`config.mk`:
```
export PLATFORM = sky130hd
export DESIGN_NAME = mnbi_out_fifo
export DESIGN_NICKNAME = d
export VERILOG_FILES = /design/src/rtl/mnbi_pkg.sv /design/src/rtl/mnbi_out_fifo.sv
export SDC_FILE = /design/constraint.sdc
export NUM_CORES = 1
export LEC_CHECK = 0
export BUFFER_PORTS_ARGS = -buffer_cell sky130_fd_sc_hd__clkbuf_2
export CORE_ASPECT_RATIO = 1.1
export CORE_MARGIN = 5
export CORE_UTILIZATION = 55
export DETAILED_ROUTE_END_ITERATION = 12
export PLACE_DENSITY = 0.79
export RECOVER_POWER = 25
export SYNTH_ARGS = -nofsm -noshare
export SYNTH_HDL_FRONTEND = slang
export SYNTH_SLANG_ARGS = --single-unit
```
`constraint.sdc`:
```
create_clock -name clk -period 5 [get_ports clk]
set_input_delay 1 -clock clk [delete_from_list [all_inputs] [get_ports clk]]
set_output_delay 1 -clock clk [all_outputs]
set_load 0.02 [all_outputs]
```
`src/rtl/mnbi_pkg.sv`:
```
`timescale 1ns / 1ps
package mnbi_pkg;

  // Configuration register indexes
  localparam int CFG_IDX_W = 2;
  localparam int CFG_DATA_W = 13;
  localparam logic [CFG_IDX_W-1:0] REG_M_THRESHOLD  = 2'd0;
  localparam logic [CFG_IDX_W-1:0] REG_N_PULSES     = 2'd1;
  localparam logic [CFG_IDX_W-1:0] REG_BINS_PER_PRI = 2'd2;

  // Register widths and reset values
  localparam int THR_W   = 7;
  localparam int PULSE_CFG_W = 7;
  localparam int BINS_CFG_W  = 13;
  localparam logic [THR_W-1:0]       THR_RESET   = 7'd2;
  localparam logic [PULSE_CFG_W-1:0] PULSE_RESET = 7'd5;
  localparam logic [BINS_CFG_W-1:0]  BINS_RESET  = 13'd1000;

  // Hit counter entries saturate at the top of their range
  localparam int COUNT_W = 7;
  localparam logic [COUNT_W-1:0] COUNT_MAX = 7'd127;

  // Result fields
  localparam int BIN_IDX_W = 12;

  // Output queue
  localparam int OUT_DEPTH = 3;
  localparam int OUT_PTR_W = 2;
  localparam int OUT_CNT_W = 2;

  // Per-sample control that travels with the counter request
  typedef struct packed {
    logic hit;
    logic first;
    logic emit;
    logic last_b;
  } ctl_t;

  // One result item
  typedef struct packed {
    logic                 last_bin;
    logic [BIN_IDX_W-1:0] bin_index;
    logic                 detected;
  } out_item_t;

endpackage

```
`src/rtl/mnbi_out_fifo.sv`:
```
`timescale 1ns / 1ps
module mnbi_out_fifo
  import mnbi_pkg::*;
(
  input  logic                 clk,
  input  logic                 rst,
  input  logic                 push,
  input  out_item_t            push_item,
  input  logic                 pop,
  output logic                 valid,
  output out_item_t            head,
  output logic [OUT_CNT_W-1:0] level
);

  out_item_t             slots [OUT_DEPTH];
  logic [OUT_PTR_W-1:0]  wr_ptr;
  logic [OUT_PTR_W-1:0]  rd_ptr;
  logic                  do_pop;

  assign valid  = (level != '0);
  assign head   = slots[rd_ptr];
  assign do_pop = pop && valid;

  // Store results
  always_ff @(posedge clk) begin
    if (push) begin
      slots[wr_ptr] <= push_item;
    end
  end

  // Advance pointers and occupancy
  always_ff @(posedge clk) begin
    if (rst) begin
      wr_ptr <= '0;
      rd_ptr <= '0;
      level  <= '0;
    end else begin
      if (push) begin
        wr_ptr <= (wr_ptr == OUT_PTR_W'(OUT_DEPTH - 1)) ? '0 : wr_ptr + OUT_PTR_W'(1);
      end
      if (do_pop) begin
        rd_ptr <= (rd_ptr == OUT_PTR_W'(OUT_DEPTH - 1)) ? '0 : rd_ptr + OUT_PTR_W'(1);
      end
      if (push && !do_pop) begin
        level <= level + OUT_CNT_W'(1);
      end else if (!push && do_pop) begin
        level <= level - OUT_CNT_W'(1);
      end
    end
  end

endmodule

```
* Word-level counts from Yosys, hierarchy flattened
Memories as Yosys holds them, arrays and structs flattened. A register that Yosys moved wholly into a read port is not among the register bits.
Cells that the tools add are included.
** Cells by class
- Equality and inequality tests :: 2
- Add/subtract/negate cells :: 4
- Mux-type cells :: 8
- Reductions and logical operators :: 7
** Operator list (count)
- 2-bit 2-to-1 mux :: 6
- 2-bit by 1-bit adder with 2-bit output (second input constant) :: 3
- 2-bit == test (second input constant) :: 2
- 2-bit nonzero test :: 2
- 1-bit logical AND :: 3
- 1-bit zero test :: 2
- 1-bit 2-to-1 mux :: 2
- 2-bit by 1-bit subtractor with 2-bit output (second input constant) :: 1
** Word-level totals
- Bits of input ports :: 18
- Output and inout bits :: 17
- Register bits :: 6
- Logic and storage cells :: 25
- RAM bits :: 42
- Memories kept :: 1
** Memory list
- slots :: words 3, width 14, read ports 1, clocked after Yosys merged registers in 1, wr ports 1, line mnbi_out_fifo.sv:15 : out_item_t slots [OUT_DEPTH];

* Depth between registers and ports, before layout
- Depth in word-level cells :: 5
- Gate-level depth with buffers :: 5
- Mapped depth without buffers :: 5

* Least setup slack after synthesis
OpenSTA, ideal clock, no wires.
- Path kind :: input port to flip-flop
- Start point :: in push
- End point :: mem slots[0][0] in the netlist's numbering, enable pin
- Setup slack :: 2.481 ns
- Data arrival time :: 2.114 ns
- Stages on the path :: 2
- Setup time :: 0.405 ns
- Required time :: 4.595 ns
- Path through :: inv_1 -> nor3_1
** On the way
- Longest elaborated chain between the ends :: 2
** RTL lines
- from (decl) :: line mnbi_out_fifo.sv:7 : input logic push,
- 1-bit 2-to-1 mux :: line mnbi_out_fifo.sv:26 : if (push) begin
- 1-bit 2-to-1 mux (not written as such) :: line mnbi_out_fifo.sv:27 : slots[wr_ptr] <= push_item;
- to (decl) :: line mnbi_out_fifo.sv:15
No other way between the ends.

==> impl_metrics.toml <==
[placement]
place.gp.congestion = 0.7368
dp_hpwl_um = 2087
place_area_um2 = 2063
place_ws_ns = 2.525
portBuffers = 34
place_inst = 187

[yosys]
synth_cell_types = 22
yosysSeqAreaShare_pct = 76.24
ys_ff_latch = 50
synth_area_um2 = 1864
syn_inst = 121
synth_fp_nets = 140
syn_avg_cell_area_um2 = 15.41
yosys_warnings = 0

[layout]
insertedDiodeCount = 0
most-common-layout-cells = "42 x edfxtp_1, 24 x clkbuf_2, 17 x nand2_1"
syn2layout_area_growth_pct = 12.62
fin_cells = 195
layout.nets = 177
postLayoutCellArea_um2 = 2100
fin_util_pct = 63.56
drive_gt1_share_pct = 22.01
layout_commonest_cell = "edfxtp_1"

[clock_network]
numCtsBuffers = 5
cts_tree = "yes"
cts.reportedPaths.clkPinSlew_ns = 0.12
ctsHoldBuffers = 0
clockBufferDepth = 2
cts_resized = 0
numClockSinks = 50
postCtsSetupBuffers = 0
clockRootBuffer = "clkbuf_4"
worstSkewPairLatency_ns = 0.35
htreeDepth = 2

[timing]
slew_violations = 0
period_needed_ns = 2.803
timing.final.ws_setup_ns = 2.197
holdWs_ns = 0.5011
setup_violations = 0
fin_skew_ns = 0.006987
worst_slew_pin_slew_ns = 1.075
finalHoldViolCount = 0
rsz0062_at_grt = "false"
setup-tns-final_ns = 0
slew_headroom_pct = 27.97
fin_crit_sh_pct = 56.05
max_freq_ghz = 0.3568

[floorplan]
chipHeight_um = 71.06
start_util_pct = 56.44
die_area_um2 = 4655
ios = 35
die_w_um = 65.51
rows = 22
core_um2 = 3303

[setup_path]
path_max_fanout = 14
timing.critical_path.buf_inv = 1
worstPathArrival_ns = 1.80
criticalPathCategory = "reg2out"
startpoint_type = "register"
path_cells = "mux2i_1, o21ai_0, clkbuf_2"
crit_family = "flip-flops"
critPathCaptureType = "output port"
slowest_delay_ns = 0.88
cp.required_ns = 4.00
crit_slowest_cell = "dfxtp_1"

[power]
pwr-share-seq_pct = 58.0
p_per_area_nw_per_um2 = 433.4
irDropWorstVdd_v = 0.0003841
leakagePower_nw = 0.7220
p_int_mw = 0.6288
power.share.switching_pct = 30.89
pwr-share-clk_pct = 18.1
p_total_mw = 0.9098
net-switching-power_mw = 0.2811
p_comb_share_pct = 23.9

[drt]
viasPerCell = 5.221
routed_wl_um = 2928
wire_per_inst_um = 15.02
drt_iter0_drc = 37
vias = 1018
firstDrtPassIters = 3
postRouteAntennaNets = 0
drc = 0

[worst_hold_path]
holdCritPathClass = "reg2reg"

[grt]
overflow = 0
grt_util_all_layers_pct = 14.20
grt_pass1_vias = 1036
grt_max_degree = 29
antenna_found_initial = 0
grt_pass1_wl_um = 4836

[run_status]
run_status = "complete, no violations"

[flow_run]
maxCapViolCount = 0
## worst min-delay path, delay by kind of cell, from the launching register on
kind            cells  cell delay (ns)
compound gates      1             0.07
flops               1             0.34
simple gates        1             0.05
## per-layer routing
layer  vias up  global-route usage (%)  share of wire [%]  routed length [µm]
li1        518                       -                  -                   -
met1       470                   15.99                 42                1225
met2        26                   23.62                 51                1502
met3         4                   5.238                5.4                 158
met4         0                   6.912                1.4                  41
met5         -                       0                  0                   0
## logic make-up (layout without fill, tap and decap cells)
| kind of cell | after synthesis | count (layout) | synth area share, % |
|---|---|---|---|
| AOI/OAI and AO/OA | 21 | 21 | 6.309 |
| xor gates and xnor gates | 2 | 2 | 0.9398 |
| adders and majority gates | 1 | 1 | 0.6710 |
| buffers and inverters | 6 | 44 | 1.744 |
| DFF | 50 | 50 | 76.24 |
| muxes | 14 | 14 | 7.517 |
| and+or+nand+nor | 27 | 27 | 6.577 |
## final timing paths
| kind | cells past startpoint | slack (ns) | to | startpoint |
|---|---|---|---|---|
| setup / recovery | 3 | 2.20 | head[9] | register |
| hold / removal | 2 | 0.50 | rd_ptr[0] | rd_ptr[0] |
| setup reg to reg | 1 | 3.40 | slots[0][13] | wr_ptr[0] |
| hold reg to reg | 2 | 0.50 | rd_ptr[0] | rd_ptr[0] |
## registers in the layout (all words and copies together), names as in the netlist, named ones only
register,flops
rd_ptr,2
wr_ptr,2
slots,42
level,2
## cells in the mapped netlist
cell / n / area share (%)
o21ai_0: 15 / 4.0
inv_1: 1 / 0.20
o21ba_2: 1 / 0.54
ha_1: 1 / 0.67
and3b_1: 1 / 0.47
o21ai_2: 1 / 0.47
edfxtp_1: 42 / 68
or3_1: 2 / 0.67
clkbuf_1: 1 / 0.20
a21oi_2: 1 / 0.47
buf_2: 2 / 0.54
a21oi_1: 3 / 0.81
nor3_1: 1 / 0.27
xor2_1: 2 / 0.94
nor2_1: 3 / 0.60
nand2_1: 17 / 3.4
buf_4: 2 / 0.81
or3b_1: 1 / 0.47
nor2b_1: 1 / 0.34
dfxtp_1: 8 / 8.6
or2_2: 1 / 0.34
mux2i_1: 14 / 7.5
## area by class of cell
class	instances	area (µm²)
tap	36	45.04
fill	263	1204
multi-input combinational	65	415.4
clock buffer	8	48.80
inverter	1	3.754
sequential	50	1421
timing repair buffer	35	165.2
## power groups by stage
stage | clock (mW) | sequential, mW | combinational (mW)
final | 0.165 | 0.528 | 0.217
after CTS | 0.171 | 0.529 | 0.222
after detailed placement | 0 | 0.538 | 0.221
after global routing | 0.187 | 0.534 | 0.238
after floorplan | 0 | 0.519 | 0.165
after global placement | 0 | 0.533 | 0.214
(Power assumes the default switching activity.)
