File: config.mk
export PLATFORM = sky130hd
export DESIGN_NAME = mnbi_ctrl
export DESIGN_NICKNAME = d
export VERILOG_FILES = /design/src/rtl/mnbi_pkg.sv /design/src/rtl/mnbi_ctrl.sv
export SDC_FILE = /design/constraint.sdc
export NUM_CORES = 1
export LEC_CHECK = 0
export ABC_CLOCK_PERIOD_IN_PS = 2600
export BUFFER_PORTS_ARGS = -buffer_cell sky130_fd_sc_hd__buf_2
export CORE_MARGIN = 3
export CORE_UTILIZATION = 35
export CTS_BUF_LIST = sky130_fd_sc_hd__clkbuf_4
export DETAILED_ROUTE_END_ITERATION = 8
export MAX_ROUTING_LAYER = met4
export PLACE_DENSITY_LB_ADDON = 0.25
export SLEW_MARGIN = 20
export SYNTH_ARGS = -nofsm -noshare
export SYNTH_HDL_FRONTEND = slang
export SYNTH_SLANG_ARGS = --single-unit
File: constraint.sdc
create_clock -name clk -period 2.6 [get_ports clk]
set_input_delay 0.39 -clock clk [delete_from_list [all_inputs] [get_ports clk]]
set_output_delay 0.39 -clock clk [all_outputs]
set_load 0.01 [all_outputs]
File: src/rtl/mnbi_pkg.sv
`timescale 1ns / 1ps
package mnbi_pkg;

  // Configuration register indexes
  localparam int CFG_IDX_W = 2;
  localparam int CFG_DATA_W = 13;
  localparam logic [CFG_IDX_W-1:0] REG_M_THRESHOLD  = 2'd0;
  localparam logic [CFG_IDX_W-1:0] REG_N_PULSES     = 2'd1;
  localparam logic [CFG_IDX_W-1:0] REG_BINS_PER_PRI = 2'd2;

  // Register widths and reset values
  localparam int THR_W   = 7;
  localparam int PULSE_CFG_W = 7;
  localparam int BINS_CFG_W  = 13;
  localparam logic [THR_W-1:0]       THR_RESET   = 7'd2;
  localparam logic [PULSE_CFG_W-1:0] PULSE_RESET = 7'd5;
  localparam logic [BINS_CFG_W-1:0]  BINS_RESET  = 13'd1000;

  // Hit counter entries saturate at the top of their range
  localparam int COUNT_W = 7;
  localparam logic [COUNT_W-1:0] COUNT_MAX = 7'd127;

  // Result fields
  localparam int BIN_IDX_W = 12;

  // Output queue
  localparam int OUT_DEPTH = 3;
  localparam int OUT_PTR_W = 2;
  localparam int OUT_CNT_W = 2;

  // Per-sample control that travels with the counter request
  typedef struct packed {
    logic hit;
    logic first;
    logic emit;
    logic last_b;
  } ctl_t;

  // One result item
  typedef struct packed {
    logic                 last_bin;
    logic [BIN_IDX_W-1:0] bin_index;
    logic                 detected;
  } out_item_t;

endpackage

File: src/rtl/mnbi_ctrl.sv
`timescale 1ns / 1ps
module mnbi_ctrl
  import mnbi_pkg::*;
#(
  parameter int MAX_BINS = 4096,
  parameter int MAX_PULSES = 64,
  parameter int AW = 12,
  parameter int PW = 6
) (
  input  logic                  clk,
  input  logic                  rst,
  input  logic                  cfg_write,
  input  logic [CFG_IDX_W-1:0]  cfg_index,
  input  logic [CFG_DATA_W-1:0] cfg_data,
  input  logic                  accept,
  input  logic                  hit,
  output logic [AW-1:0]         req_addr,
  output ctl_t                  req_ctl,
  output logic [THR_W-1:0]      m_threshold
);

  localparam int NBW = (AW + 1 > BINS_CFG_W) ? AW + 1 : BINS_CFG_W;
  localparam int NPW = (PW + 1 > PULSE_CFG_W) ? PW + 1 : PULSE_CFG_W;

  logic [PULSE_CFG_W-1:0] n_pulses;
  logic [BINS_CFG_W-1:0]  bins_per_pri;
  logic [AW-1:0]          bin_position;
  logic [PW-1:0]          pulse_position;

  logic [NBW-1:0] nb;
  logic [NPW-1:0] np;
  logic [NBW-1:0] bin_inc;
  logic [NPW-1:0] pulse_inc;
  logic           last_b;
  logic           last_p;

  // Clamp the frame geometry to what the counter memory holds
  always_comb begin
    nb = NBW'(bins_per_pri);
    if (bins_per_pri == '0) begin
      nb = NBW'(1);
    end else if (NBW'(bins_per_pri) > NBW'(MAX_BINS)) begin
      nb = NBW'(MAX_BINS);
    end
    np = NPW'(n_pulses);
    if (n_pulses == '0) begin
      np = NPW'(1);
    end else if (NPW'(n_pulses) > NPW'(MAX_PULSES)) begin
      np = NPW'(MAX_PULSES);
    end
  end

  assign bin_inc   = NBW'(bin_position) + NBW'(1);
  assign pulse_inc = NPW'(pulse_position) + NPW'(1);
  assign last_b    = bin_inc >= nb;
  assign last_p    = pulse_inc >= np;

  assign req_addr       = bin_position;
  assign req_ctl.hit    = hit;
  assign req_ctl.first  = (pulse_position == '0);
  assign req_ctl.emit   = last_p;
  assign req_ctl.last_b = last_b;

  // Hold registers, restart the frame on any listed write, advance per sample
  always_ff @(posedge clk) begin
    if (rst) begin
      m_threshold    <= THR_RESET;
      n_pulses       <= PULSE_RESET;
      bins_per_pri   <= BINS_RESET;
      bin_position   <= '0;
      pulse_position <= '0;
    end else if (cfg_write && (cfg_index == REG_M_THRESHOLD ||
                               cfg_index == REG_N_PULSES ||
                               cfg_index == REG_BINS_PER_PRI)) begin
      unique case (cfg_index)
        REG_M_THRESHOLD: m_threshold  <= cfg_data[THR_W-1:0];
        REG_N_PULSES:    n_pulses     <= cfg_data[PULSE_CFG_W-1:0];
        default:         bins_per_pri <= cfg_data[BINS_CFG_W-1:0];
      endcase
      bin_position   <= '0;
      pulse_position <= '0;
    end else if (accept) begin
      if (last_b) begin
        bin_position   <= '0;
        pulse_position <= last_p ? '0 : pulse_inc[PW-1:0];
      end else begin
        bin_position <= bin_inc[AW-1:0];
      end
    end
  end

endmodule

* Word level (Yosys, flattened, before mapping)
Index checks and enable logic that the tools add are counted.
** Word-level totals
- Bits in latches :: 0
- ROM bits :: 0
- Logic and storage cells :: 33
- Memories kept :: 0
- Memory bits (writable) :: 0
- Bits in registers :: 45
** Cells by class
- Shifts and indexed selects :: 0
- Multiply operators :: 0
- Reductions and logical operators :: 13
- Div/mod/pow operators :: 0
- $lt $le $gt $ge :: 4
- Add/subtract/negate cells :: 2
- Mux-type cells :: 6
- Bitwise gates (word level) :: 1
- Equal/unequal tests :: 2
** Operator list (number)
- $mux 13 :: 2
- $mux 7 :: 2
- $add 12x1->13 const B :: 1
- $ge 13x13->1 :: 1
- $gt 13x13->1 const B :: 1
- $logic_not 13->1 :: 1
- $mux 12 :: 1
- $reduce_and 2->1 :: 4
- $add 6x1->7 const B :: 1
- $ge 7x7->1 :: 1
- $gt 7x7->1 const B :: 1
- $logic_not 7->1 :: 1
- $logic_not 6->1 :: 1
- $mux 6 :: 1
- $reduce_or 2->1 :: 2
- $eq 2x1->1 const B :: 1
- $eq 2x2->1 const B :: 1
- $logic_not 2->1 :: 1
- $logic_or 1x1->1 :: 2
- $logic_and 1x1->1 :: 1
- $not 1->1 :: 1

* Logic depth before layout (Yosys ltp)
- Depth in word-level cells :: 5
- Depth in mapped cells :: 13
- Gate-level depth less buffers :: 12

* Worst setup path after synthesis
No wires, ideal clock.
- Path kind :: register -> register
- Start point :: reg bin_position[0], in the netlist req_addr[0]
- End point :: reg bin_position[5], in the netlist req_addr[5]
- Arrival time :: 2.826 ns
- Cell stages (with the launch flop) :: 14
- Buffers on the path :: 1
- Library setup time :: 0.074 ns
- Path slack :: -0.301 ns
- Cells stage by stage :: dfxtp_1 > ha_1 > and3_1 > and3_1 > and3_1 > and3_1 > ha_1 > a21oi_1 > o21ai_1 > a2111o_1 > a21oi_4 > buf_6 > nand2_1 > a31oi_1
** Between the ends
- Longest elaborated chain between the ends :: 3
** RTL lines
- start, declared :: line mnbi_ctrl.sv:27 : logic [AW-1:0] bin_position;
- start signal, assigned :: line mnbi_ctrl.sv:87 : bin_position <= bin_inc[AW-1:0];
- $add 12x1->13 (*) :: line mnbi_ctrl.sv:53 : assign bin_inc = NBW'(bin_position) + NBW'(1);
- $ge 13x13->1 :: line mnbi_ctrl.sv:55 : assign last_b = bin_inc >= nb;
- $mux 12 (*) :: line mnbi_ctrl.sv:83 : if (last_b) begin
Mark *: on every way between the ends. The rest lies on a longest branch, timed or not.
A chain may end at the register's enable or synchronous reset.

==> results.md <==
- Grt total ovfl: 0
- Post-route cell area: 0.003540 sq mm
- Synth cell types: 43
- Dpl hpwl: 4688 microns
- Launch point of the critical path: req_addr[1]
- Clk sink count: 45
- Worst Setup EP: req_ctl[0]
- Placed insts: 453
- Synth Flop Type: dfxtp_1
- CTS Buf Count: 5
- Antenna violations before repair: 0
- FF-to-FF path depth: 12
- Initial core utilization: 37.03%
- Worst r2r src: req_addr[1]
- R2r setup slk: -0.21 ns
- Async set or reset register ratio after synthesis: 0%
- Post-synth top cells: nand2_1 (53), dfxtp_1 (45), a21oi_1 (23), ha_1 (23), nor2_1 (22)
- Drt initial violations: 59
- Total power: 0.001354 W
- RSZ-0062 raised after global routing: yes
- Root Driver: clkbuf_4
- Count leader, synth: nand2_1
- Worst Hold Class: in -> reg
- #FFs+latches synth: 45
- Syn nets: 349
- WL per Instance: 13.77 microns
- Layout cells sized above 1: 38.95%
- # port buffers: 40
- Final worst slack: -0.3587 ns
- Max-cap check violation count: 0
- Max VDD drop: 0.2242 mV
- Post-DP Area: 0.003099 sq mm
- CTS tree: yes
- Number of synthesized flops with an enable pin: 0
- # hold bufs at CTS: 0
- Die height: 91.94 microns
- RePlAce Congestion: 0.8344
- Hold Slack: 0.2360 ns
- Seq/Total Area, Yosys: 34.85%
- N_diodes: 0
- Post-route DRC: 0
- Worst endpoint required time: 2.21 ns
- Worst skew pair latency: 0.36 ns
- Post-Synthesis Cells: 306
- Period Utilization, post-route: 113.8%
- Syn Std Cell Area: 0.002585 sq mm
- Failing checks: setup timing
- Worst-path fanout max: 4
- Synth area leaders: dfxtp_1 (35%), ha_1 (11%), nand2_1 (7.7%)
- I/O pin count: 43
- Crit end category: output pin
- Max_slew headroom: 60.61%
- Tmin final: 2.959 ns
- Post-route ant nets: 0
- Pwr Density: 382.6 mW/mm^2
- Final Hold Viols: 0
- Worst-Margin Slew: 0.5909 ns
- WL final: 6555 microns
- Fin. max-slew vios: 0
- Kind of critical path: reg -> out
- Outcome: complete, but fails checks
- Worst Clk Skew: 0.01606 ns
- Static Leak: 1.662 nW
- Area grow syn2layout: 36.93%
- Routed vias: 2,396
- Gr usage total: 16.30%
- H-tree levels: 2
- Mean Syn Cell Area: 8.448 sq um
- DIE WIDTH: 91.94 microns
- Fin nets: 422
- First-pass GRT wire length: 10,990 microns
- Longest Clk Path Bufs: 2
- Top-area cell type share of the netlist area: 34.85%
- Yosys warning count: 0
- Final setup vio count: 16
- Area leader, netlist: dfxtp_1
- FF-to-FF End: req_addr[9]
- Reg clk slew, reported paths: 0.14 ns
- Non-Filler Instances: 476
- Number of global-route vias before repair: 2,387
- Full die area: 0.008453 sq mm
- FMAX: 338.0 MHz
- Via/cell ratio: 5.034
- Final core utilization: 50.70%
- Number of cell rows: 30
- Worst path arrival time: 2.57 ns
- # fillers: 684
- Pin count of the biggest net entering global routing: 30
- Crit start category: flop
- Drt first pass iters: 4
- Core Region: 0.006982 sq mm
-- where the power goes --
group	internal, W	switching [W]
clock network	0.000215	0.000238
registers	0.000705	0.0000153
logic	0.0000814	0.000100
total	0.00100	0.000353
-- layout by cell type, fill, tap and decap left out, drive strengths merged, types with 3 or more instances in the layout --
cell type	Yosys	layout
nand2b	3	3
o21ai	6	6
nand3	9	9
buf	6	79
a21o	3	3
a32o	3	3
a211o	3	3
xnor2	9	9
mux2i	11	11
a31oi	6	7
nor4	5	5
inv	11	11
and3	9	9
a21oi	24	24
ha	23	23
o21bai	3	3
nor2	22	22
nor3	5	5
nand3b	8	8
nand4	4	4
a22o	7	7
nand2	53	53
clkbuf	8	6
dfxtp	45	45
xor2	5	5
-- layer usage --
| metal | wire length (microns) | vias up | share of wire, % | global-route usage, % |
|---|---|---|---|---|
| li1 | - | 1229 | - | - |
| met1 | 3210 | 1106 | 49 | 21.53 |
| met2 | 2997 | 53 | 46 | 25.49 |
| met3 | 267 | 8 | 4.1 | 3.035 |
| met4 | 79 | 0 | 1.2 | 4.827 |
| met5 | 0 | - | 0 | - |
-- registers in the layout (all words and copies together), names as in the netlist --
name / count
bins_per_pri: 13
m_threshold: 7
n_pulses: 7
pulse_position: 6
req_addr: 12
-- logic make-up after synthesis --
| logic type | synth area share [%] |
|---|---|
| buf+inv | 4.646 |
| simple gates | 24.15 |
| fa+ha+maj | 11.13 |
| xor+xnor | 4.744 |
| mux | 4.695 |
| compound gates | 15.78 |
| flops | 34.85 |
-- worst min path at each step --
stage,start,end,depth (start not counted)
after global routing,cfg_data[11],bins_per_pri[11],3
after CTS,cfg_data[9],bins_per_pri[9],3
final,cfg_data[8],bins_per_pri[8],3
after detailed placement,n_pulses[0],n_pulses[0],1
after global placement,n_pulses[0],n_pulses[0],1
after floorplan,bins_per_pri[0],bins_per_pri[0],2
-- per-stage QoR --
| stage | setup TNS, ns | worst slack (ns) |
|---|---|---|
| after floorplan | -0.0007472 | -0.0007472 |
| after global routing | -3.812 | -0.4796 |
| final | -1.803 | -0.3587 |
| after detailed placement | -1.516 | -0.1689 |
| after global placement | -1.143 | -0.1477 |
| after CTS | -1.557 | -0.3594 |
-- critical path: stages, from the launching register on --
cell and delay [ns]:
dfxtp_4 0.40, ha_4 0.13, and3_4 0.18, and3_4 0.23
nand3_2 0.12, xnor2_2 0.18, ha_4 0.29, nand4_1 0.16
nor2_4 0.25, a21oi_2 0.09, inv_1 0.07, buf_2 0.12
-- repair_timing --
item / CTS / global route
setup endpoints to repair: 18 / 19
setup buffers: 10 / 5
pin swaps: 23 / 21
cloned: 0 / 1
gates resized for setup: 26 / 27
-- cell type report --
class	instances	area, sq um	area share (%)
Clock inverter	2	38.79	1.096
Tap cell	96	120.1	3.393
Sequential cell	45	930.9	26.30
Timing Repair Buffer	79	504.2	14.25
Multi-Input combinational cell	237	1859	52.53
Clock buffer	6	45.04	1.273
Inverter	11	41.29	1.166
Note: power is estimated with default switching activity, not from simulation.
